<file path="src/hw/rtl/ghs_pkg.sv">
`timescale 1ns / 1ps
// shared types and codes for the global health supervision state machine
// no dependencies; imported by every module of the block

package ghs_pkg;

    // global status codes
    typedef enum logic [2:0] {
        ST_DEACT   = 3'd0,
        ST_OK      = 3'd1,
        ST_FAILED  = 3'd2,
        ST_EXPIRED = 3'd3,
        ST_STOPPED = 3'd4
    } t_status;

    // request command codes, code 3 is unused
    typedef enum logic [1:0] {
        CMD_TICK   = 2'd0,
        CMD_MODE   = 2'd1,
        CMD_REPORT = 2'd2
    } t_cmd;

    // local lane status codes
    localparam logic [1:0] LS_DEACT   = 2'd0;
    localparam logic [1:0] LS_FAILED  = 2'd2;
    localparam logic [1:0] LS_EXPIRED = 2'd3;

    // lanes carried by the request
    localparam int LANE_W    = 2;
    localparam int LANES_W   = 16;
    localparam int LANES_MAX = LANES_W / LANE_W;

    // configuration register indexes
    localparam int CFG_IDX_W = 1;
    localparam logic [CFG_IDX_W-1:0] CFG_TOLERANCE = 1'd0;
    localparam logic [CFG_IDX_W-1:0] CFG_HANDLER   = 1'd1;
    localparam int CFG_DATA_W = 8;

    localparam int COUNT_W = 8;
    localparam logic [COUNT_W-1:0] COUNT_MAX = '1;

    localparam int IN_DATA_W  = 32;
    localparam int IN_USER_W  = 2;
    localparam int OUT_DATA_W = 24;

    typedef struct packed {
        logic active;
        logic failed;
        logic expired;
    } t_lane_flags;

    typedef struct packed {
        logic [COUNT_W-1:0] tolerance;
        logic               handler;
    } t_cfg;

    typedef struct packed {
        logic [1:0]         cluster;
        logic [7:0]         process;
        logic [1:0]         cause_type;
        logic               notify;
        logic [COUNT_W-1:0] count;
        t_status            status;
    } t_result;

endpackage

</file>
<file path="src/hw/rtl/ghs_lane_reduce.sv">
`timescale 1ns / 1ps
// or-reduction of the packed local supervision lanes into three flags
// depends on ghs_pkg

module ghs_lane_reduce #(
    parameter int LOCAL_COUNT = 8
) (
    input  logic [ghs_pkg::LANES_W-1:0] i_lanes,
    output ghs_pkg::t_lane_flags        o_flags
);
    import ghs_pkg::*;

    // lanes past the request width read as deactivated
    localparam int USED = (LOCAL_COUNT < LANES_MAX) ? LOCAL_COUNT : LANES_MAX;

    logic [USED-1:0] w_act;
    logic [USED-1:0] w_fail;
    logic [USED-1:0] w_exp;

    for (genvar g = 0; g < USED; g++) begin : g_lane
        assign w_act[g]  = (i_lanes[g*LANE_W +: LANE_W] != LS_DEACT);
        assign w_fail[g] = (i_lanes[g*LANE_W +: LANE_W] == LS_FAILED);
        assign w_exp[g]  = (i_lanes[g*LANE_W +: LANE_W] == LS_EXPIRED);
    end

    assign o_flags.active  = |w_act;
    assign o_flags.failed  = |w_fail;
    assign o_flags.expired = |w_exp;

endmodule

</file>
<file path="src/hw/rtl/ghs_fsm_core.sv">
`timescale 1ns / 1ps
// supervision state, expired counter and latched expiry cause
// depends on ghs_pkg; fed by ghs_lane_reduce flags

module ghs_fsm_core (
    input  logic                 i_clk,
    input  logic                 i_rst_n,
    input  logic                 i_fire,
    input  logic [1:0]           i_cmd,
    input  ghs_pkg::t_lane_flags i_flags,
    input  logic [1:0]           i_report_status,
    input  logic [1:0]           i_report_type,
    input  logic [7:0]           i_report_process,
    input  logic [1:0]           i_report_cluster,
    input  ghs_pkg::t_cfg        i_cfg,
    output ghs_pkg::t_result     o_next
);
    import ghs_pkg::*;

    t_status            r_status, n_status;
    logic [COUNT_W-1:0] r_count, n_count;
    logic               r_tick_en, n_tick_en;
    logic [1:0]         r_type, n_type;
    logic [7:0]         r_process, n_process;
    logic [1:0]         r_cluster, n_cluster;
    logic               n_notify;
    logic [COUNT_W-1:0] w_count_inc;

    // saturating increment
    assign w_count_inc = (r_count == COUNT_MAX) ? r_count : r_count + COUNT_W'(1);

    always_comb begin
        n_status  = r_status;
        n_count   = r_count;
        n_tick_en = r_tick_en;
        n_type    = r_type;
        n_process = r_process;
        n_cluster = r_cluster;
        n_notify  = 1'b0;
        case (i_cmd)
            CMD_TICK: begin
                if (r_tick_en) begin
                    if (!i_flags.active) begin
                        n_status = ST_DEACT;
                        n_count  = '0;
                    end else begin
                        case (r_status) inside
                            ST_OK, ST_FAILED: begin
                                if (!i_flags.expired && !i_flags.failed) begin
                                    n_status = ST_OK;
                                end else if (!i_flags.expired) begin
                                    n_status = ST_FAILED;
                                end else if (i_cfg.tolerance != '0) begin
                                    n_status = ST_EXPIRED;
                                    n_count  = w_count_inc;
                                end else begin
                                    n_status = ST_STOPPED;
                                end
                            end
                            ST_EXPIRED: begin
                                if (i_flags.expired && (r_count < i_cfg.tolerance)) begin
                                    n_count = w_count_inc;
                                end else if (i_flags.expired && (r_count == i_cfg.tolerance)) begin
                                    n_status = ST_STOPPED;
                                end
                            end
                            default: ;
                        endcase
                    end
                    n_notify = (n_status == ST_STOPPED) && i_cfg.handler;
                end
            end
            CMD_MODE: begin
                if (!i_flags.active) begin
                    n_tick_en = 1'b0;
                    n_status  = ST_DEACT;
                    n_count   = '0;
                end else begin
                    case (r_status)
                        ST_DEACT: begin
                            n_status  = ST_OK;
                            n_tick_en = 1'b1;
                        end
                        ST_FAILED: begin
                            if (!i_flags.failed) begin
                                n_status = ST_OK;
                                n_count  = '0;
                            end
                        end
                        ST_EXPIRED: begin
                            if (!i_flags.expired) begin
                                n_status = ST_OK;
                                n_count  = '0;
                            end
                        end
                        default: ;
                    endcase
                end
            end
            CMD_REPORT: begin
                if (i_report_status == LS_EXPIRED) begin
                    n_type    = i_report_type;
                    n_process = i_report_process;
                    n_cluster = i_report_cluster;
                end
            end
            default: ;
        endcase
    end

    always_ff @(posedge i_clk) begin
        if (!i_rst_n) begin
            r_status  <= ST_DEACT;
            r_count   <= '0;
            r_tick_en <= 1'b1;
            r_type    <= '0;
            r_process <= '0;
            r_cluster <= '0;
        end else if (i_fire) begin
            r_status  <= n_status;
            r_count   <= n_count;
            r_tick_en <= n_tick_en;
            r_type    <= n_type;
            r_process <= n_process;
            r_cluster <= n_cluster;
        end
    end

    assign o_next.status     = n_status;
    assign o_next.count      = n_count;
    assign o_next.notify     = n_notify;
    assign o_next.cause_type = n_type;
    assign o_next.process    = n_process;
    assign o_next.cluster    = n_cluster;

endmodule

</file>
<file path="src/hw/rtl/global_health_supervision_fsm_unit.sv">
`timescale 1ns / 1ps
// top level of the global health supervision state machine
// depends on ghs_pkg, ghs_lane_reduce and ghs_fsm_core
//
// channel   | direction | handshake                      | contents
// ----------+-----------+--------------------------------+---------------------------------
// s_axis    | in        | s_axis_tvalid / s_axis_tready  | one request: command + fields
// m_axis    | out       | m_axis_tvalid / m_axis_tready  | one result per request
// cfg       | in        | i_cfg_valid / o_cfg_ready      | register index + write data
//
// the accepted request sits in the input register; lane reduction and the state update
// then land in the result register when it is free to take them
// one request per cycle is sustained while m_axis is not stalled; the state update is a
// single short path
// reset clears state to deactivated, counter 0, tick timer running, cause 0
// a stalled m_axis holds the result register; the input register still takes
// one request and holds it until the result register frees

module global_health_supervision_fsm_unit #(
    parameter int LOCAL_COUNT = 8
) (
    input  logic                             i_clk,
    input  logic                             i_rst_n,
    // request stream
    input  logic                             s_axis_tvalid,
    output logic                             s_axis_tready,
    // local_statuses[15:0], report_status[17:16], report_type[19:18],
    // report_process[27:20], report_cluster[29:28], zero pad[31:30]
    input  logic [ghs_pkg::IN_DATA_W-1:0]    s_axis_tdata,
    // command[1:0]
    input  logic [ghs_pkg::IN_USER_W-1:0]    s_axis_tuser,
    // result stream
    output logic                             m_axis_tvalid,
    input  logic                             m_axis_tready,
    // global_status[2:0], expired_cycles[10:3], notify[11], cause_type[13:12],
    // cause_process[21:14], cause_cluster[23:22]
    output logic [ghs_pkg::OUT_DATA_W-1:0]   m_axis_tdata,
    // configuration writes
    input  logic                             i_cfg_valid,
    output logic                             o_cfg_ready,
    input  logic [ghs_pkg::CFG_IDX_W-1:0]    i_cfg_index,
    input  logic [ghs_pkg::CFG_DATA_W-1:0]   i_cfg_data
);
    import ghs_pkg::*;

    // configuration registers
    t_cfg r_cfg;

    // input register
    logic               r_in_valid;
    logic [1:0]         r_in_cmd;
    logic [LANES_W-1:0] r_in_lanes;
    logic [1:0]         r_in_rstatus;
    logic [1:0]         r_in_rtype;
    logic [7:0]         r_in_rprocess;
    logic [1:0]         r_in_rcluster;

    // result register
    logic    r_out_valid;
    t_result r_out;

    logic        w_out_free;
    logic        w_advance;
    logic        w_in_take;
    t_lane_flags w_flags;
    t_result     w_next;

    // result register can take a new value when empty or being drained
    assign w_out_free    = !r_out_valid || m_axis_tready;
    assign w_advance     = r_in_valid && w_out_free;
    assign s_axis_tready = !r_in_valid || w_out_free;
    assign w_in_take     = s_axis_tvalid && s_axis_tready;

    assign o_cfg_ready = 1'b1;

    always_ff @(posedge i_clk) begin
        if (!i_rst_n) begin
            r_cfg.tolerance <= '0;
            r_cfg.handler   <= 1'b0;
        end else if (i_cfg_valid) begin
            case (i_cfg_index)
                CFG_TOLERANCE: r_cfg.tolerance <= i_cfg_data[COUNT_W-1:0];
                CFG_HANDLER:   r_cfg.handler   <= i_cfg_data[0];
                default: ;
            endcase
        end
    end

    // input register, valid bit reset only
    always_ff @(posedge i_clk) begin
        if (!i_rst_n) begin
            r_in_valid <= 1'b0;
        end else if (w_in_take) begin
            r_in_valid <= 1'b1;
        end else if (w_advance) begin
            r_in_valid <= 1'b0;
        end
    end

    always_ff @(posedge i_clk) begin
        if (w_in_take) begin
            r_in_cmd      <= s_axis_tuser;
            r_in_lanes    <= s_axis_tdata[15:0];
            r_in_rstatus  <= s_axis_tdata[17:16];
            r_in_rtype    <= s_axis_tdata[19:18];
            r_in_rprocess <= s_axis_tdata[27:20];
            r_in_rcluster <= s_axis_tdata[29:28];
        end
    end

    ghs_lane_reduce #(
        .LOCAL_COUNT (LOCAL_COUNT)
    ) u_reduce (
        .i_lanes (r_in_lanes),
        .o_flags (w_flags)
    );

    ghs_fsm_core u_core (
        .i_clk            (i_clk),
        .i_rst_n          (i_rst_n),
        .i_fire           (w_advance),
        .i_cmd            (r_in_cmd),
        .i_flags          (w_flags),
        .i_report_status  (r_in_rstatus),
        .i_report_type    (r_in_rtype),
        .i_report_process (r_in_rprocess),
        .i_report_cluster (r_in_rcluster),
        .i_cfg            (r_cfg),
        .o_next           (w_next)
    );

    // result register
    always_ff @(posedge i_clk) begin
        if (!i_rst_n) begin
            r_out_valid <= 1'b0;
        end else if (w_advance) begin
            r_out_valid <= 1'b1;
        end else if (m_axis_tready) begin
            r_out_valid <= 1'b0;
        end
    end

    always_ff @(posedge i_clk) begin
        if (w_advance) begin
            r_out <= w_next;
        end
    end

    assign m_axis_tvalid = r_out_valid;
    assign m_axis_tdata  = r_out;

`ifndef SYNTHESIS
    // notify only ever reports a stopped machine
    a_notify_stopped: assert property (@(posedge i_clk) disable iff (!i_rst_n)
        (r_out_valid && r_out.notify) |-> (r_out.status == ST_STOPPED))
        else $error("notify raised without stopped status");

    // a deactivated result always carries a cleared counter
    a_deact_count: assert property (@(posedge i_clk) disable iff (!i_rst_n)
        (r_out_valid && (r_out.status == ST_DEACT)) |-> (r_out.count == '0))
        else $error("deactivated result with nonzero expired count");

    // a request leaving the input register always shows up as a result
    a_advance_out: assert property (@(posedge i_clk) disable iff (!i_rst_n)
        w_advance |=> r_out_valid)
        else $error("request advanced but no result held");
`endif

endmodule

</file>
<file path="config.mk">
export PLATFORM = sky130hd
export DESIGN_NAME = global_health_supervision_fsm_unit
export DESIGN_NICKNAME = d
export VERILOG_FILES = /design/src/hw/rtl/ghs_pkg.sv /design/src/hw/rtl/ghs_lane_reduce.sv /design/src/hw/rtl/ghs_fsm_core.sv /design/src/hw/rtl/global_health_supervision_fsm_unit.sv
export SDC_FILE = /design/constraint.sdc
export NUM_CORES = 1
export LEC_CHECK = 0
export BUFFER_PORTS_ARGS = -buffer_cell sky130_fd_sc_hd__buf_2
export CAP_MARGIN = 30
export CORE_ASPECT_RATIO = 1.2
export CORE_UTILIZATION = 50
export CTS_CLUSTER_SIZE = 25
export DETAILED_ROUTE_END_ITERATION = 6
export PLACE_DENSITY = 0.75
export SYNTH_ARGS = -nofsm -noshare
export SYNTH_HDL_FRONTEND = slang
export SYNTH_SLANG_ARGS = --single-unit
</file>
<file path="constraint.sdc">
create_clock -name i_clk -period 2.3 [get_ports i_clk]
set_clock_uncertainty 0.2 [all_clocks]
set_input_delay 0.115 -clock i_clk [delete_from_list [all_inputs] [get_ports i_clk]]
set_output_delay 0.115 -clock i_clk [all_outputs]
set_load 0.05 [all_outputs]
</file>
==> run summary <==
Compared with the post-synthesis result, the final layout area differs by 41.1%. In this run the tool buffered the top-level ports with 71 buffer cells. A synthesized cell averages 11.5 sq um. The first global-routing pass estimated 16.5 mm of wire. For the starting density of the core, the log shows 0.517.

CTS built an H-tree with a depth of 3. The number of warnings printed during yosys synthesis was 0; the share of post-route cells with drive strength above 1 was 0.407. The biggest cell delay along the critical path is 0.38 ns. The vias per cell is 5.30.

Setup repair after global routing could not meet its margin everywhere. For this block, the routed nets add up to 10.3 mm of wire. The power spent charging and discharging nets was 0.951 mW; the final count of negative-setup-slack endpoints was 7. For the setup slack of the critical path after layout, the log shows -0.0317 ns. The via count of the first global-routing pass came out at 3627. Once detail routing completed, the nets flagged for antenna violations numbered 0.

Across all register-to-register paths, the minimum setup slack is -0.03 ns. The clock passes through at most 2 buffers. For the combinational cell fraction of total power, the log shows 0.169. The tools report the required arrival time at the worst endpoint as 2.21 ns.

The detail-routed net length per standard cell was 15.2 um; the detailed-route DRC error count was 0. TritonCTS built the clock tree. The half-perimeter wire length of the detailed placement result came out at 6.54 mm. The largest total area in the synthesized netlist belongs to edfxtp_1. The logs give 75 for the count of different cell masters after synthesis and 0.308 for the fraction of power consumed by the clock network. Before antenna repair, the detailed router went through 5 iterations.

Routability-driven placement finished with a final weighted congestion of 0.913. STA classifies the critical path startpoint as a flip-flop. Worst slew slack as a fraction of its limit: 0.556. For the initial antenna violation count, the log shows 0. The post-CTS clock slew at the launch and capture registers of the worst setup and hold paths is 0.09 ns, and the post-layout minimum cycle time is 2.33 ns.

The clock net in this run drives a total of 91 sinks. Ranked by total cell area, the synthesized netlist is headed by edfxtp_1 (38%), dfxtp_1 (16%), nor2_1 (3.9%). The type of the most critical hold path is primary input to flip-flop. The number of core rows came out at 37. The final number of hold-violating endpoints was 0. The run finished, with violations left.

The antenna diode instance count is 0, and the proportion of synthesized flip-flops having asynchronous set or reset is 0. The internal portion of the total power is 2.63 mW. The most used flip-flop cell after synthesis is edfxtp_1. For this run the aggregate overflow at the end of global routing stands at 0. Slowest stage cell on the critical path: o311a_1. Data on the critical path arrives at its endpoint at 2.24 ns.

The total die area is 0.00923 sq mm, and the transition time at the pin with the least slew margin is 0.666 ns. The number of nets in the synthesized netlist is 442. The switching part of the total is 0.266, and the later-pin clock latency in the skew report is 0.36 ns. The number of buffers and inverters on the critical path is 2.

Traced cell by cell, the critical path runs through inv_2, ha_4, a211oi_4, o21bai_1, o311a_1, o31ai_2, buf_4, nand2_2. The total via count after detailed routing is 3575. Counting flops and latches in the post-synthesis netlist gives 91.

The total track usage is 0.237. Yosys mapped a number of flops with a built-in enable equal to 56. The sequential share of power came out at 0.523. The endpoint type of the worst setup path is a flip-flop. The tools report the largest vdd supply drop as 0.415 mV.

In this design, the largest share of critical-path delay is due to compound AO/OA/AOI/OAI gates. Synthesized cell area: 0.00442 sq mm. In this run the power density over the cells is 573 mW/mm^2. The run gives -0.130 ns as the pre-CTS setup slack. The die span in x was 87.9 um. The tool flagged a number of max-cap violations equal to 0. The checks that failed: setup timing. Summing all placed instances gives a cell area of 0.00518 sq mm. The top-level I/O count is 75, and the static leakage is 2.48 nW. The logs give 0.538 for the fraction of the yosys area taken by sequential cells and 9 for the CTS buffer count. The highest fanout seen on the critical path is 2. Derived from the worst setup path, the maximum achievable clock frequency is 429 MHz.

From bottom edge to top edge, the die measures 105 um. Synthesis produced a netlist whose cell count is 385. The proportion of netlist area held by the largest area contributor is 0.380, and the count of final max-slew check failures is 0. The pin count of the biggest net entering global routing came out at 40.

The critical path class is flip-flop to flip-flop. Final non-filler cell area: 0.00624 sq mm. The tree is rooted in a clkbuf_8. The final cycle utilization of the critical path is 1.01.

After the first detailed-routing iteration, the DRC count stood at 216. The core outline area is 0.00856 sq mm, and the number of nets at the end of the flow is 610.
cell families after synthesis:
| kind of cell | after synthesis | synth area share |
|---|---|---|
| other | 1 | 0.000848 |
| AO/OA/AOI/OAI | 76 | 0.143 |
| adder cells (fa/ha/maj) | 9 | 0.0255 |
| XOR/XNOR | 7 | 0.0139 |
| AND/OR/NAND/NOR | 152 | 0.199 |
| buffers and inverters | 35 | 0.0450 |
| multiplexers | 14 | 0.0351 |
| flip-flops | 91 | 0.538 |
state kept, by name (all words and copies together) (netlist names), 3 cells and up:
| signal | count |
|---|---|
| r_in_lanes | 16 |
| u_core.r_process | 8 |
| r_in_rprocess | 8 |
| m_axis_tdata | 24 |
| u_core.r_count | 8 |
| u_core.r_status | 3 |
| r_cfg | 9 |
worst register-to-register path, cell delays in order (launching register included):
cell,delay [ns]
dfxtp_2,0.34
inv_2,0.05
ha_4,0.25
a211oi_4,0.27
o21bai_1,0.10
o311a_1,0.38
o31ai_2,0.29
buf_4,0.17
nand2_2,0.04
worst paths after layout:
kind / start / to / cells past startpoint
setup / recovery: r_cfg[6] / m_axis_tdata[2] / 8
hold / removal: i_rst_n / u_core.r_tick_en / 2
setup reg to reg: r_cfg[6] / m_axis_tdata[2] / 8
hold reg to reg: u_core.r_process[5] / u_core.r_process[5] / 2
power groups by stage:
stage / Combinational, mW / Clock, mW / Sequential, mW
3_5_place_dp: 0.484 / 0 / 1.90
6_report: 0.604 / 1.10 / 1.87
2_1_floorplan: 0.259 / 0 / 1.97
5_1_grt: 0.652 / 1.19 / 1.88
4_1_cts: 0.572 / 1.12 / 1.87
3_3_place_gp: 0.471 / 0 / 1.89
cell type report:
class | instances | area, sq um
Sequential cell | 91 | 2390
Fill cell | 580 | 2320
Multi-Input combinational cell | 259 | 2150
Timing Repair Buffer | 177 | 1290
Tap cell | 117 | 146
Clock buffer | 10 | 138
Clock inverter | 6 | 63.8
Inverter | 15 | 56.3
metrics by stage:
stage | std cells | utilization | power [mW] | TNS (ns) | hold slack [ns]
finish | 675 | 0.729 | 3.58 | -0.102 | 0.0405
global route | 675 | 0.729 | 3.72 | -1.68 | 0.0539
CTS | 672 | 0.703 | 3.56 | -0.0206 | 0.0327
detailed placement | 606 | 0.605 | 2.38 | -1.12 | 0.0931
global placement | 606 | 0.605 | 2.37 | -0.128 | 0.0910
floorplan | 385 | - | 2.23 | 0 | 0.0139
synth_stat cells (9+ instances only):
cell type and number:
a21oi_1 15, clkbuf_1 11, dfxtp_1 35, edfxtp_1 56, ha_1 9, inv_1 15, mux2_2 12, nand2_1 23
nand3_1 9, nor2_1 46, nor2b_1 13, nor3b_1 16
routing by layer:
layer / vias to the layer above / global-route usage / share of wire
met5: - / 0 / 0
met4: 0 / 0.0995 / 0.021
met3: 19 / 0.0474 / 0.039
met2: 111 / 0.424 / 0.54
met1: 1694 / 0.266 / 0.40
li1: 1751 / - / -
cell usage in the layout, fill, tap and decap left out, types with 4 or more instances in the layout:
cell type,instances
a21oi_1,14
a22oi_2,4
and2b_1,6
buf_2,71
buf_4,55
buf_6,5
clkbuf_8,10
dfxtp_1,27
dfxtp_2,8
dlygate4sd3_1,45
edfxtp_1,56
ha_1,4
ha_4,5
inv_1,13
mux2_2,12
nand2_1,17
nand2_2,4
nand2b_1,4
nand3_1,9
nand4_1,4
nor2_1,43
nor2b_1,13
nor3b_1,15
nor4_2,4
nor4_4,4
o21a_1,4
o21ai_0,4
xnor2_1,6
what timing repair did:
item                       in CTS  in global routing
hold buffers                   45                  0
setup endpoints to repair      20                 22
pin swaps                      17                 30
setup buffers                   5                  4
hold endpoints to repair       43                  0
gates resized for setup        25                 41
Power figures use the tool's default switching activity.
